===== config.mk =====
export PLATFORM = sky130hd
export DESIGN_NAME = buffer_frame_clock_manager_top_flat
export DESIGN_NICKNAME = d
export VERILOG_FILES = /design/src/hw/rtl/bfcm_pkg.sv /design/src/hw/rtl/bfcm_if.sv /design/src/hw/rtl/bfcm_front.sv /design/src/hw/rtl/bfcm_back.sv /design/src/hw/rtl/buffer_frame_clock_manager_top.sv /design/src/flat_wrapper.sv
export SDC_FILE = /design/constraint.sdc
export NUM_CORES = 2
export LEC_CHECK = 0
export BUFFER_PORTS_ARGS = -buffer_cell sky130_fd_sc_hd__clkbuf_2
export CAP_MARGIN = 0
export CORE_UTILIZATION = 26
export CTS_BUF_LIST = sky130_fd_sc_hd__clkbuf_8 sky130_fd_sc_hd__clkbuf_16
export CTS_CLUSTER_DIAMETER = 200
export DETAILED_ROUTE_END_ITERATION = 10
export GPL_ROUTABILITY_DRIVEN = 0
export MAX_ROUTING_LAYER = met4
export PLACE_DENSITY = 0.48
export RECOVER_POWER = 25
export SLEW_MARGIN = 20
export SYNTH_ARGS = -nofsm -noshare
export SYNTH_HDL_FRONTEND = slang
export SYNTH_SLANG_ARGS = --single-unit

===== constraint.sdc =====
create_clock -name clk -period 12.33 [get_ports clk]
set_input_delay 2.466 -clock clk [delete_from_list [all_inputs] [get_ports clk]]
set_output_delay 2.466 -clock clk [all_outputs]
set_load 0.005 [all_outputs]

===== src/hw/rtl/bfcm_pkg.sv =====
// ----------------------------------------------------------------------------
// Buffer frame clock manager package
// Shared widths, function and status codes, and the queue entry type.
// ----------------------------------------------------------------------------
package bfcm_pkg;

  localparam int NumFrames  = 16;
  localparam int FrameW     = 6;
  localparam int IdxW       = (NumFrames > 1) ? $clog2(NumFrames) : 1;

  localparam logic [2:0] FUNC_READ    = 3'd0;
  localparam logic [2:0] FUNC_UNPIN   = 3'd1;
  localparam logic [2:0] FUNC_ALLOC   = 3'd2;
  localparam logic [2:0] FUNC_DISPOSE = 3'd3;
  localparam logic [2:0] FUNC_FLUSH   = 3'd4;

  localparam logic [2:0] ST_OK        = 3'd0;
  localparam logic [2:0] ST_NOFRAME   = 3'd1;
  localparam logic [2:0] ST_NOTFOUND  = 3'd2;
  localparam logic [2:0] ST_NOTPINNED = 3'd3;
  localparam logic [2:0] ST_PINNED    = 3'd4;
  localparam logic [2:0] ST_BADBUF    = 3'd5;

  // Command handed from the front end to the back end.
  typedef struct packed {
    logic [2:0]  func;
    logic [7:0]  file_id;
    logic [23:0] page_no;
    logic        mark_dirty;
  } cmd_t;

endpackage


===== src/hw/rtl/bfcm_if.sv =====
// ----------------------------------------------------------------------------
// Buffer frame clock manager channels
// Valid/ready interfaces for request and result transactions.
// ----------------------------------------------------------------------------
interface bfcm_req_if;
  logic        valid;
  logic        ready;
  logic [2:0]  func;
  logic [7:0]  file_id;
  logic [23:0] page_no;
  logic        mark_dirty;
  modport source (output valid, func, file_id, page_no, mark_dirty, input ready);
  modport sink   (input valid, func, file_id, page_no, mark_dirty, output ready);
endinterface

interface bfcm_rsp_if;
  logic        valid;
  logic        ready;
  logic [2:0]  status;
  logic [5:0]  frame;
  logic        hit;
  logic        writeback;
  logic [7:0]  wb_file;
  logic [23:0] wb_page;
  logic        last;
  modport source (output valid, status, frame, hit, writeback, wb_file, wb_page, last,
                  input ready);
  modport sink   (input valid, status, frame, hit, writeback, wb_file, wb_page, last,
                  output ready);
endinterface


===== src/hw/rtl/bfcm_front.sv =====
// ----------------------------------------------------------------------------
// Buffer frame clock manager front end
// Accepts request transactions into a two-entry command queue.
// ----------------------------------------------------------------------------
module bfcm_front (
  input  logic                clk,
  input  logic                rst,
  bfcm_req_if.sink            req,
  output logic                cmd_valid,
  output bfcm_pkg::cmd_t      cmd,
  input  logic                cmd_pop
);

  bfcm_pkg::cmd_t q [2];
  logic           rd_ptr;
  logic           wr_ptr;
  logic [1:0]     count;
  logic           push;

  assign req.ready = (count != 2'd2);
  assign push      = req.valid && req.ready;
  assign cmd_valid = (count != 2'd0);
  assign cmd       = q[rd_ptr];

  always_ff @(posedge clk) begin
    if (push) begin
      q[wr_ptr] <= '{func: req.func, file_id: req.file_id, page_no: req.page_no,
                     mark_dirty: req.mark_dirty};
    end
    if (rst) begin
      rd_ptr <= 1'b0;
      wr_ptr <= 1'b0;
      count  <= 2'd0;
    end else begin
      if (push) wr_ptr <= ~wr_ptr;
      if (cmd_pop) rd_ptr <= ~rd_ptr;
      count <= count + {1'b0, push} - {1'b0, cmd_pop};
    end
  end

endmodule


===== src/hw/rtl/bfcm_back.sv =====
// ----------------------------------------------------------------------------
// Buffer frame clock manager back end
// Frame table, associative lookup, clock sweep and flush walk.
// ----------------------------------------------------------------------------
module bfcm_back (
  input  logic                clk,
  input  logic                rst,
  input  logic                cmd_valid,
  input  bfcm_pkg::cmd_t      cmd,
  output logic                cmd_pop,
  bfcm_rsp_if.source          rsp
);

  localparam int N  = bfcm_pkg::NumFrames;
  localparam int IW = bfcm_pkg::IdxW;
  localparam logic [IW-1:0] LastIdx = IW'(N - 1);

  typedef enum logic [2:0] {S_IDLE, S_LOOK, S_SWEEP, S_FLUSH, S_OUT} state_t;

  state_t        state;
  logic [N-1:0]  fvalid;
  logic [N-1:0]  refb;
  logic [N-1:0]  dirty;
  logic [7:0]    pin     [N];
  logic [7:0]    tfile   [N];
  logic [23:0]   tpage   [N];
  logic [IW-1:0] hand;
  logic [IW:0]   steps;
  logic          pass2;
  logic          cleared;
  logic [IW-1:0] fidx;
  logic          flush_done;
  bfcm_pkg::cmd_t cur;

  logic [N-1:0]  match;
  logic          found;
  logic [IW-1:0] found_idx;
  logic [IW-1:0] hand_nx;

  always_comb begin
    found     = 1'b0;
    found_idx = '0;
    for (int i = 0; i < N; i++) begin
      match[i] = fvalid[i] && tfile[i] == cur.file_id && tpage[i] == cur.page_no;
    end
    for (int i = N - 1; i >= 0; i--) begin
      if (match[i]) begin
        found     = 1'b1;
        found_idx = IW'(i);
      end
    end
    hand_nx = (hand == LastIdx) ? '0 : hand + 1'b1;
  end

  assign cmd_pop = (state == S_IDLE) && cmd_valid;

  always_ff @(posedge clk) begin
    if (rst) begin
      state     <= S_IDLE;
      fvalid    <= '0;
      refb      <= '0;
      dirty     <= '0;
      for (int i = 0; i < N; i++) pin[i] <= '0;
      hand      <= LastIdx;
      rsp.valid <= 1'b0;
    end else begin
      case (state)
        S_IDLE: begin
          if (cmd_valid) begin
            cur   <= cmd;
            state <= S_LOOK;
          end
        end
        S_LOOK: begin
          rsp.status    <= bfcm_pkg::ST_OK;
          rsp.frame     <= '0;
          rsp.hit       <= 1'b0;
          rsp.writeback <= 1'b0;
          rsp.wb_file   <= '0;
          rsp.wb_page   <= '0;
          rsp.last      <= 1'b1;
          state         <= S_OUT;
          case (cur.func)
            bfcm_pkg::FUNC_READ: begin
              if (found) begin
                if (pin[found_idx] != 8'd255) pin[found_idx] <= pin[found_idx] + 8'd1;
                refb[found_idx] <= 1'b1;
                rsp.frame       <= bfcm_pkg::FrameW'(found_idx);
                rsp.hit         <= 1'b1;
              end else begin
                steps   <= '0;
                pass2   <= 1'b0;
                cleared <= 1'b0;
                state   <= S_SWEEP;
              end
            end
            bfcm_pkg::FUNC_UNPIN: begin
              if (!found) begin
                rsp.status <= bfcm_pkg::ST_NOTFOUND;
              end else begin
                rsp.frame <= bfcm_pkg::FrameW'(found_idx);
                rsp.hit   <= 1'b1;
                if (pin[found_idx] == 8'd0) begin
                  rsp.status <= bfcm_pkg::ST_NOTPINNED;
                end else begin
                  pin[found_idx] <= pin[found_idx] - 8'd1;
                  if (cur.mark_dirty) dirty[found_idx] <= 1'b1;
                end
              end
            end
            bfcm_pkg::FUNC_ALLOC: begin
              if (found) begin
                rsp.status <= bfcm_pkg::ST_NOTFOUND;
                rsp.frame  <= bfcm_pkg::FrameW'(found_idx);
                rsp.hit    <= 1'b1;
              end else begin
                steps   <= '0;
                pass2   <= 1'b0;
                cleared <= 1'b0;
                state   <= S_SWEEP;
              end
            end
            bfcm_pkg::FUNC_DISPOSE: begin
              if (found) begin
                fvalid[found_idx] <= 1'b0;
                pin[found_idx]    <= '0;
                refb[found_idx]   <= 1'b0;
                dirty[found_idx]  <= 1'b0;
                rsp.frame         <= bfcm_pkg::FrameW'(found_idx);
                rsp.hit           <= 1'b1;
              end
            end
            bfcm_pkg::FUNC_FLUSH: begin
              fidx       <= '0;
              flush_done <= 1'b0;
              state      <= S_FLUSH;
            end
            default: rsp.status <= bfcm_pkg::ST_BADBUF;
          endcase
          if (cur.func != bfcm_pkg::FUNC_FLUSH && !(state == S_LOOK && !found &&
              (cur.func == bfcm_pkg::FUNC_READ || cur.func == bfcm_pkg::FUNC_ALLOC))) begin
            rsp.valid <= 1'b1;
          end
        end
        S_SWEEP: begin
          // One frame is examined per cycle; the hand moves before each look.
          hand <= hand_nx;
          if (!fvalid[hand_nx] || (pin[hand_nx] == 8'd0 && !refb[hand_nx])) begin
            if (fvalid[hand_nx] && dirty[hand_nx]) begin
              rsp.writeback <= 1'b1;
              rsp.wb_file   <= tfile[hand_nx];
              rsp.wb_page   <= tpage[hand_nx];
            end
            fvalid[hand_nx] <= 1'b1;
            pin[hand_nx]    <= 8'd1;
            refb[hand_nx]   <= 1'b1;
            dirty[hand_nx]  <= 1'b0;
            tfile[hand_nx]  <= cur.file_id;
            tpage[hand_nx]  <= cur.page_no;
            rsp.frame       <= bfcm_pkg::FrameW'(hand_nx);
            rsp.valid       <= 1'b1;
            state           <= S_OUT;
          end else begin
            if (pin[hand_nx] == 8'd0) begin
              refb[hand_nx] <= 1'b0;
            end
            if (steps == (IW+1)'(N - 1)) begin
              steps <= '0;
              if (!pass2 && (cleared || pin[hand_nx] == 8'd0)) begin
                pass2   <= 1'b1;
                cleared <= 1'b0;
              end else begin
                rsp.status <= bfcm_pkg::ST_NOFRAME;
                rsp.valid  <= 1'b1;
                state      <= S_OUT;
              end
            end else begin
              steps <= steps + 1'b1;
              if (pin[hand_nx] == 8'd0) cleared <= 1'b1;
            end
          end
        end
        S_FLUSH: begin
          // Walk frames in index order; only dirty frames, a pinned frame (which ends the walk) and the end report.
          if (!rsp.valid || rsp.ready) begin
            rsp.valid <= 1'b0;
            if (flush_done) begin
              rsp.status    <= bfcm_pkg::ST_OK;
              rsp.frame     <= '0;
              rsp.writeback <= 1'b0;
              rsp.wb_file   <= '0;
              rsp.wb_page   <= '0;
              rsp.last      <= 1'b1;
              rsp.valid     <= 1'b1;
              state         <= S_OUT;
            end else if (fvalid[fidx] && tfile[fidx] == cur.file_id) begin
              if (pin[fidx] != 8'd0) begin
                rsp.status    <= bfcm_pkg::ST_PINNED;
                rsp.frame     <= bfcm_pkg::FrameW'(fidx);
                rsp.writeback <= 1'b0;
                rsp.wb_file   <= '0;
                rsp.wb_page   <= '0;
                rsp.last      <= 1'b1;
                rsp.valid     <= 1'b1;
                state         <= S_OUT;
              end else begin
                if (dirty[fidx]) begin
                  rsp.status    <= bfcm_pkg::ST_OK;
                  rsp.frame     <= bfcm_pkg::FrameW'(fidx);
                  rsp.writeback <= 1'b1;
                  rsp.wb_file   <= tfile[fidx];
                  rsp.wb_page   <= tpage[fidx];
                  rsp.last      <= 1'b0;
                  rsp.valid     <= 1'b1;
                end
                fvalid[fidx] <= 1'b0;
                refb[fidx]   <= 1'b0;
                dirty[fidx]  <= 1'b0;
                if (fidx == LastIdx) flush_done <= 1'b1;
                else fidx <= fidx + 1'b1;
              end
            end else begin
              if (fidx == LastIdx) flush_done <= 1'b1;
              else fidx <= fidx + 1'b1;
            end
          end
        end
        S_OUT: begin
          if (rsp.ready) begin
            rsp.valid <= 1'b0;
            state     <= S_IDLE;
          end
        end
        default: state <= S_IDLE;
      endcase
    end
  end

endmodule


===== src/hw/rtl/buffer_frame_clock_manager_top.sv =====
// ----------------------------------------------------------------------------
// Buffer frame clock manager top level
// Buffer pool frame table with clock replacement.
// ----------------------------------------------------------------------------
// A request transaction is queued by the front end (two entries) and carried
// out one at a time by the back end. Hits, unpin, dispose and bad codes are
// taken in the idle state, looked up, and answered from the output state,
// where the registered result is held until the result handshake. A miss runs
// the clock sweep, one frame per cycle, for up to two passes over the frames.
// A flush walks the frames in index order, stops early at a pinned frame of
// its file, may wait on the result channel for each writeback it reports, and
// ends with a final result.
module buffer_frame_clock_manager_top (
  input  logic       clk,
  input  logic       rst,
  bfcm_req_if.sink   req,
  bfcm_rsp_if.source rsp
);

  logic           cmd_valid;
  logic           cmd_pop;
  bfcm_pkg::cmd_t cmd;

  bfcm_front u_front (
    .clk       (clk),
    .rst       (rst),
    .req       (req),
    .cmd_valid (cmd_valid),
    .cmd       (cmd),
    .cmd_pop   (cmd_pop)
  );

  bfcm_back u_back (
    .clk       (clk),
    .rst       (rst),
    .cmd_valid (cmd_valid),
    .cmd       (cmd),
    .cmd_pop   (cmd_pop),
    .rsp       (rsp)
  );

  // The back end takes a command only when the queue holds one.
  assert property (@(posedge clk) disable iff (rst) cmd_pop |-> cmd_valid)
    else $error("command popped from empty queue");

  // A writeback result never carries a non-ok status.
  assert property (@(posedge clk) disable iff (rst)
    rsp.valid && rsp.writeback |-> rsp.status == bfcm_pkg::ST_OK)
    else $error("writeback with error status");

  // A non-final result is always a flush writeback.
  assert property (@(posedge clk) disable iff (rst)
    rsp.valid && !rsp.last |-> rsp.writeback)
    else $error("non-final result without writeback");

endmodule

===== src/flat_wrapper.sv =====
// flat-port wrapper written by rule: the top's interface ports become plain ports
module buffer_frame_clock_manager_top_flat 
  (clk, rst, req_valid, req_func, req_file_id, req_page_no, req_mark_dirty, req_ready, rsp_valid, rsp_status, rsp_frame, rsp_hit, rsp_writeback, rsp_wb_file, rsp_wb_page, rsp_last, rsp_ready);
  bfcm_req_if req_i ();
  bfcm_rsp_if rsp_i ();
  input  logic clk;
  input  logic rst;
  input wire logic [$bits(req_i.valid)-1:0] req_valid;
  input wire logic [$bits(req_i.func)-1:0] req_func;
  input wire logic [$bits(req_i.file_id)-1:0] req_file_id;
  input wire logic [$bits(req_i.page_no)-1:0] req_page_no;
  input wire logic [$bits(req_i.mark_dirty)-1:0] req_mark_dirty;
  output wire logic [$bits(req_i.ready)-1:0] req_ready;
  output wire logic [$bits(rsp_i.valid)-1:0] rsp_valid;
  output wire logic [$bits(rsp_i.status)-1:0] rsp_status;
  output wire logic [$bits(rsp_i.frame)-1:0] rsp_frame;
  output wire logic [$bits(rsp_i.hit)-1:0] rsp_hit;
  output wire logic [$bits(rsp_i.writeback)-1:0] rsp_writeback;
  output wire logic [$bits(rsp_i.wb_file)-1:0] rsp_wb_file;
  output wire logic [$bits(rsp_i.wb_page)-1:0] rsp_wb_page;
  output wire logic [$bits(rsp_i.last)-1:0] rsp_last;
  input wire logic [$bits(rsp_i.ready)-1:0] rsp_ready;
  assign req_i.valid = req_valid;
  assign req_i.func = req_func;
  assign req_i.file_id = req_file_id;
  assign req_i.page_no = req_page_no;
  assign req_i.mark_dirty = req_mark_dirty;
  assign req_ready = req_i.ready;
  assign rsp_valid = rsp_i.valid;
  assign rsp_status = rsp_i.status;
  assign rsp_frame = rsp_i.frame;
  assign rsp_hit = rsp_i.hit;
  assign rsp_writeback = rsp_i.writeback;
  assign rsp_wb_file = rsp_i.wb_file;
  assign rsp_wb_page = rsp_i.wb_page;
  assign rsp_last = rsp_i.last;
  assign rsp_i.ready = rsp_ready;
  buffer_frame_clock_manager_top u_core (.clk(clk), .rst(rst), .req(req_i), .rsp(rsp_i));
endmodule

==> metrics.txt <==
share of layout cells above drive strength 1 a little under a fifth; row cnt 159; Root Buffer clkbuf_16; max_cap viols 29; Final setup viols 0; Comb power frac between 30% and 40%; routed length per instance 33.3 um; crit path DAT between 10000 and 15000 ps; Clock Sinks ~870; Primary FF master, synth edfxtp_1; Slew HR -63.5%; Max FO, Critical Path 34; CTS clk-pin slew, worst paths roughly 60 ps; Fin Clk Skew 64.8 ps; fin nets approximately 4000; Via Count between 30000 and 40000; Reg power frac around two fifths; drt first pass iters 8; Final Slew Violations just under 1000; initial antenna violation count 18; IO Pins 86; pre-CTS WS around 4400 ps; # Post-CTS Setup Buffers 0; Die Span Y ~440 um; Leakage between 15 and 20 nW; Port Buf Inserts 83; register area 25400 um2; final setup margin 2650 ps; deepest clock path buffer count 3; Mean Syn Cell Area 12.6 um2; Yosys cell types 104; initial drt markers about 5800; top cells by count, synth edfxtp_1 (802), nand2_1 (354), mux4_2 (316); initial cell density of the core 26.3%; cells after synthesis 3940; unrepaired setup endpoints after global routing no; Clk Latency, worst-skew pair just under 800 ps; largest net degree at the start of global routing 97; final core utilization 29.7%; Multi-input gate area ~23000 um2; Final Hold Fails 0; setup TNS 0 ps; sequential fraction of the synthesis area 51.2%; TritonCTS clock tree yes; die width 438 um; fmax just over 100 MHz; total CTS buffers between 90 and 100; post-layout min period 9680 ps; post-route ant nets 0; area share of the largest cell type after synthesis 48.6%; ys async rst share 0%; hold_buf cts 0; status finished with violations; first-pass GRT wire length just under 300 mm; NetSw 3.43 mW; Area contributors post-synth edfxtp_1 (49%), mux4_2 (14%), xor2_1 (5.0%); P per Cell Area ~170 nW/um2; die area ~190000 um2; gr ovfl total 0; most frequent cell after synthesis edfxtp_1; Filler cells between 15000 and 20000; HP Class flip-flop to flip-flop; Post-Route WL between 200 and 250 mm; peak supply drop around 0.10 mV; crit path launch type flip-flop; switching portion of total power about 37%; total track usage a little under a quarter; area grow syn2layout 12.8%; Critical Path RT between 10000 and 15000 ps; Ys Warns 0; vias in the first global route 35383; Cell Area, Synth between 40000 and 50000 um2; CP Class flip-flop to flip-flop; Worst setup EP type flip-flop; Yosys reg bits 866; hpwl dp ~160 mm; Tcrit/Tclk final between 70% and 80%; DR DRC count 0; number of flops mapped to enable cells by yosys about 800; Pint just under 6 mW; CTS resizes 0; Clock Power Share a little under a third; Least-Margin Pin Slew about 2500 ps; failing checks capacitance limit, slew limit; vias per inst approximately 5.7; H-Tree Depth 3; CORE AREA approximately 190000 um2; Synth area leader edfxtp_1
==> kinds of logic after synthesis <==
| group | after synthesis | share of synthesized area, % |
|---|---|---|
| other cells | 1 | 0.00757 |
| fa+ha+maj | 20 | 0.520 |
| compound gates | 455 | 6.13 |
| mux | 386 | 15.9 |
| buf+inv | 370 | 3.24 |
| simple gates | 1314 | 13.6 |
| flops | 866 | 51.2 |
| xor+xnor | 528 | 9.35 |
==> per-stage QoR <==
step	hold slack, ps	cells	instance area (um2)	power (mW)
after global routing	530	6530	55900	9.58
after global placement	487	6342	52800	6.40
after floorplan	460	3941	49500	5.22
after detailed placement	498	6343	52900	6.39
after CTS	516	6523	56000	9.31
final	524	6532	55900	9.36
==> power groups by stage <==
stage | Sequential, mW | Combinational [mW] | Clock, mW
after global routing | 3.60 | 2.91 | 3.06
after CTS | 3.58 | 2.76 | 2.97
after floorplan | 3.61 | 1.61 | 0
after detailed placement | 3.64 | 2.75 | 0
after global placement | 3.64 | 2.76 | 0
final | 3.59 | 2.85 | 2.93
==> sequential cells by signal, indices dropped and copies added (netlist names), 2 cells and up, named ones only <==
signal,flops
u_core.u_back.tfile,128
u_core.u_back.cur,36
u_core.u_front.q,72
u_core.u_back.fidx,4
u_core.u_back.rsp.wb_file,8
u_core.u_back.rsp.wb_page,24
u_core.u_back.rsp.status,3
u_core.u_back.pin,128
u_core.u_back.steps,5
u_core.u_back.state,3
u_core.u_front.count,2
u_core.u_back.hand,4
u_core.u_back.tpage,384
u_core.u_back.fvalid,16
u_core.u_back.rsp.frame,4
==> metal layers <==
| metal | routed length (um) | global-route usage, % | vias to the layer above |
|---|---|---|---|
| li1 | - | - | 15240 |
| met1 | 85300 | 29.2 | 19018 |
| met2 | 93500 | 32.6 | 2612 |
| met3 | 24800 | 5.90 | 570 |
| met4 | 14100 | 12.4 | 0 |
| met5 | 0 | - | - |
==> layout make-up <==
cell class	count	area share [%]
clock inverters	79	1.05
inverters	92	0.618
diodes	9	0.0403
well taps	2495	5.59
repair buffers	185	1.98
flip-flops and latches	866	45.4
multi-input cells	2705	40.8
clock buffers	101	4.50
==> placed cells by master, fill, tap and decap left out, types with 106 or more instances in the layout <==
cell type / synthesis / routed
nand4_1: 106 / 106
inv_1: 91 / 122
nor2_1: 270 / 252
xor2_1: 282 / 281
nand3_1: 128 / 128
a21oi_1: 110 / 110
o21ai_0: 110 / 110
mux4_2: 316 / 316
nand2_1: 354 / 352
nor4_1: 154 / 154
xnor2_1: 245 / 244
edfxtp_1: 802 / 802
==> worst max-delay path, stage by stage, from the launching register on <==
cell and delay, ps:
edfxtp_1 310, clkbuf_1 1710, xor2_1 600, nor4_1 660
nand4_1 200, or4_1 670, o21ai_0 540, nand2_1 200
o41ai_4 90, buf_4 420, nor3_1 110, a2111oi_2 440
o211ai_1 150, nor2_1 250, nand2_1 150, nor4b_4 500
or2_2 220, inv_1 110, ha_1 360, and2_1 190
a311oi_2 290, o21bai_1 100, a21oi_1 240, xnor2_1 150
nand2_1 470, nor2_1 270
==> path summary, 6_finish.rpt <==
path | startpoint | endpoint | slack [ps] | cells after the start
min reg2reg | flip-flop | flip-flop | 520 | 2
max | u_core.u_back.cur[10]$_DFFE_PP_ | u_core.u_back.pin[1][5]$_SDFFCE_PN0P_ | 2650 | 25
min | flip-flop | flip-flop | 520 | 2
max reg2reg | u_core.u_back.cur[10]$_DFFE_PP_ | u_core.u_back.pin[1][5]$_SDFFCE_PN0P_ | 2650 | 25
No activity file was read; power rests on OpenSTA's default activity.
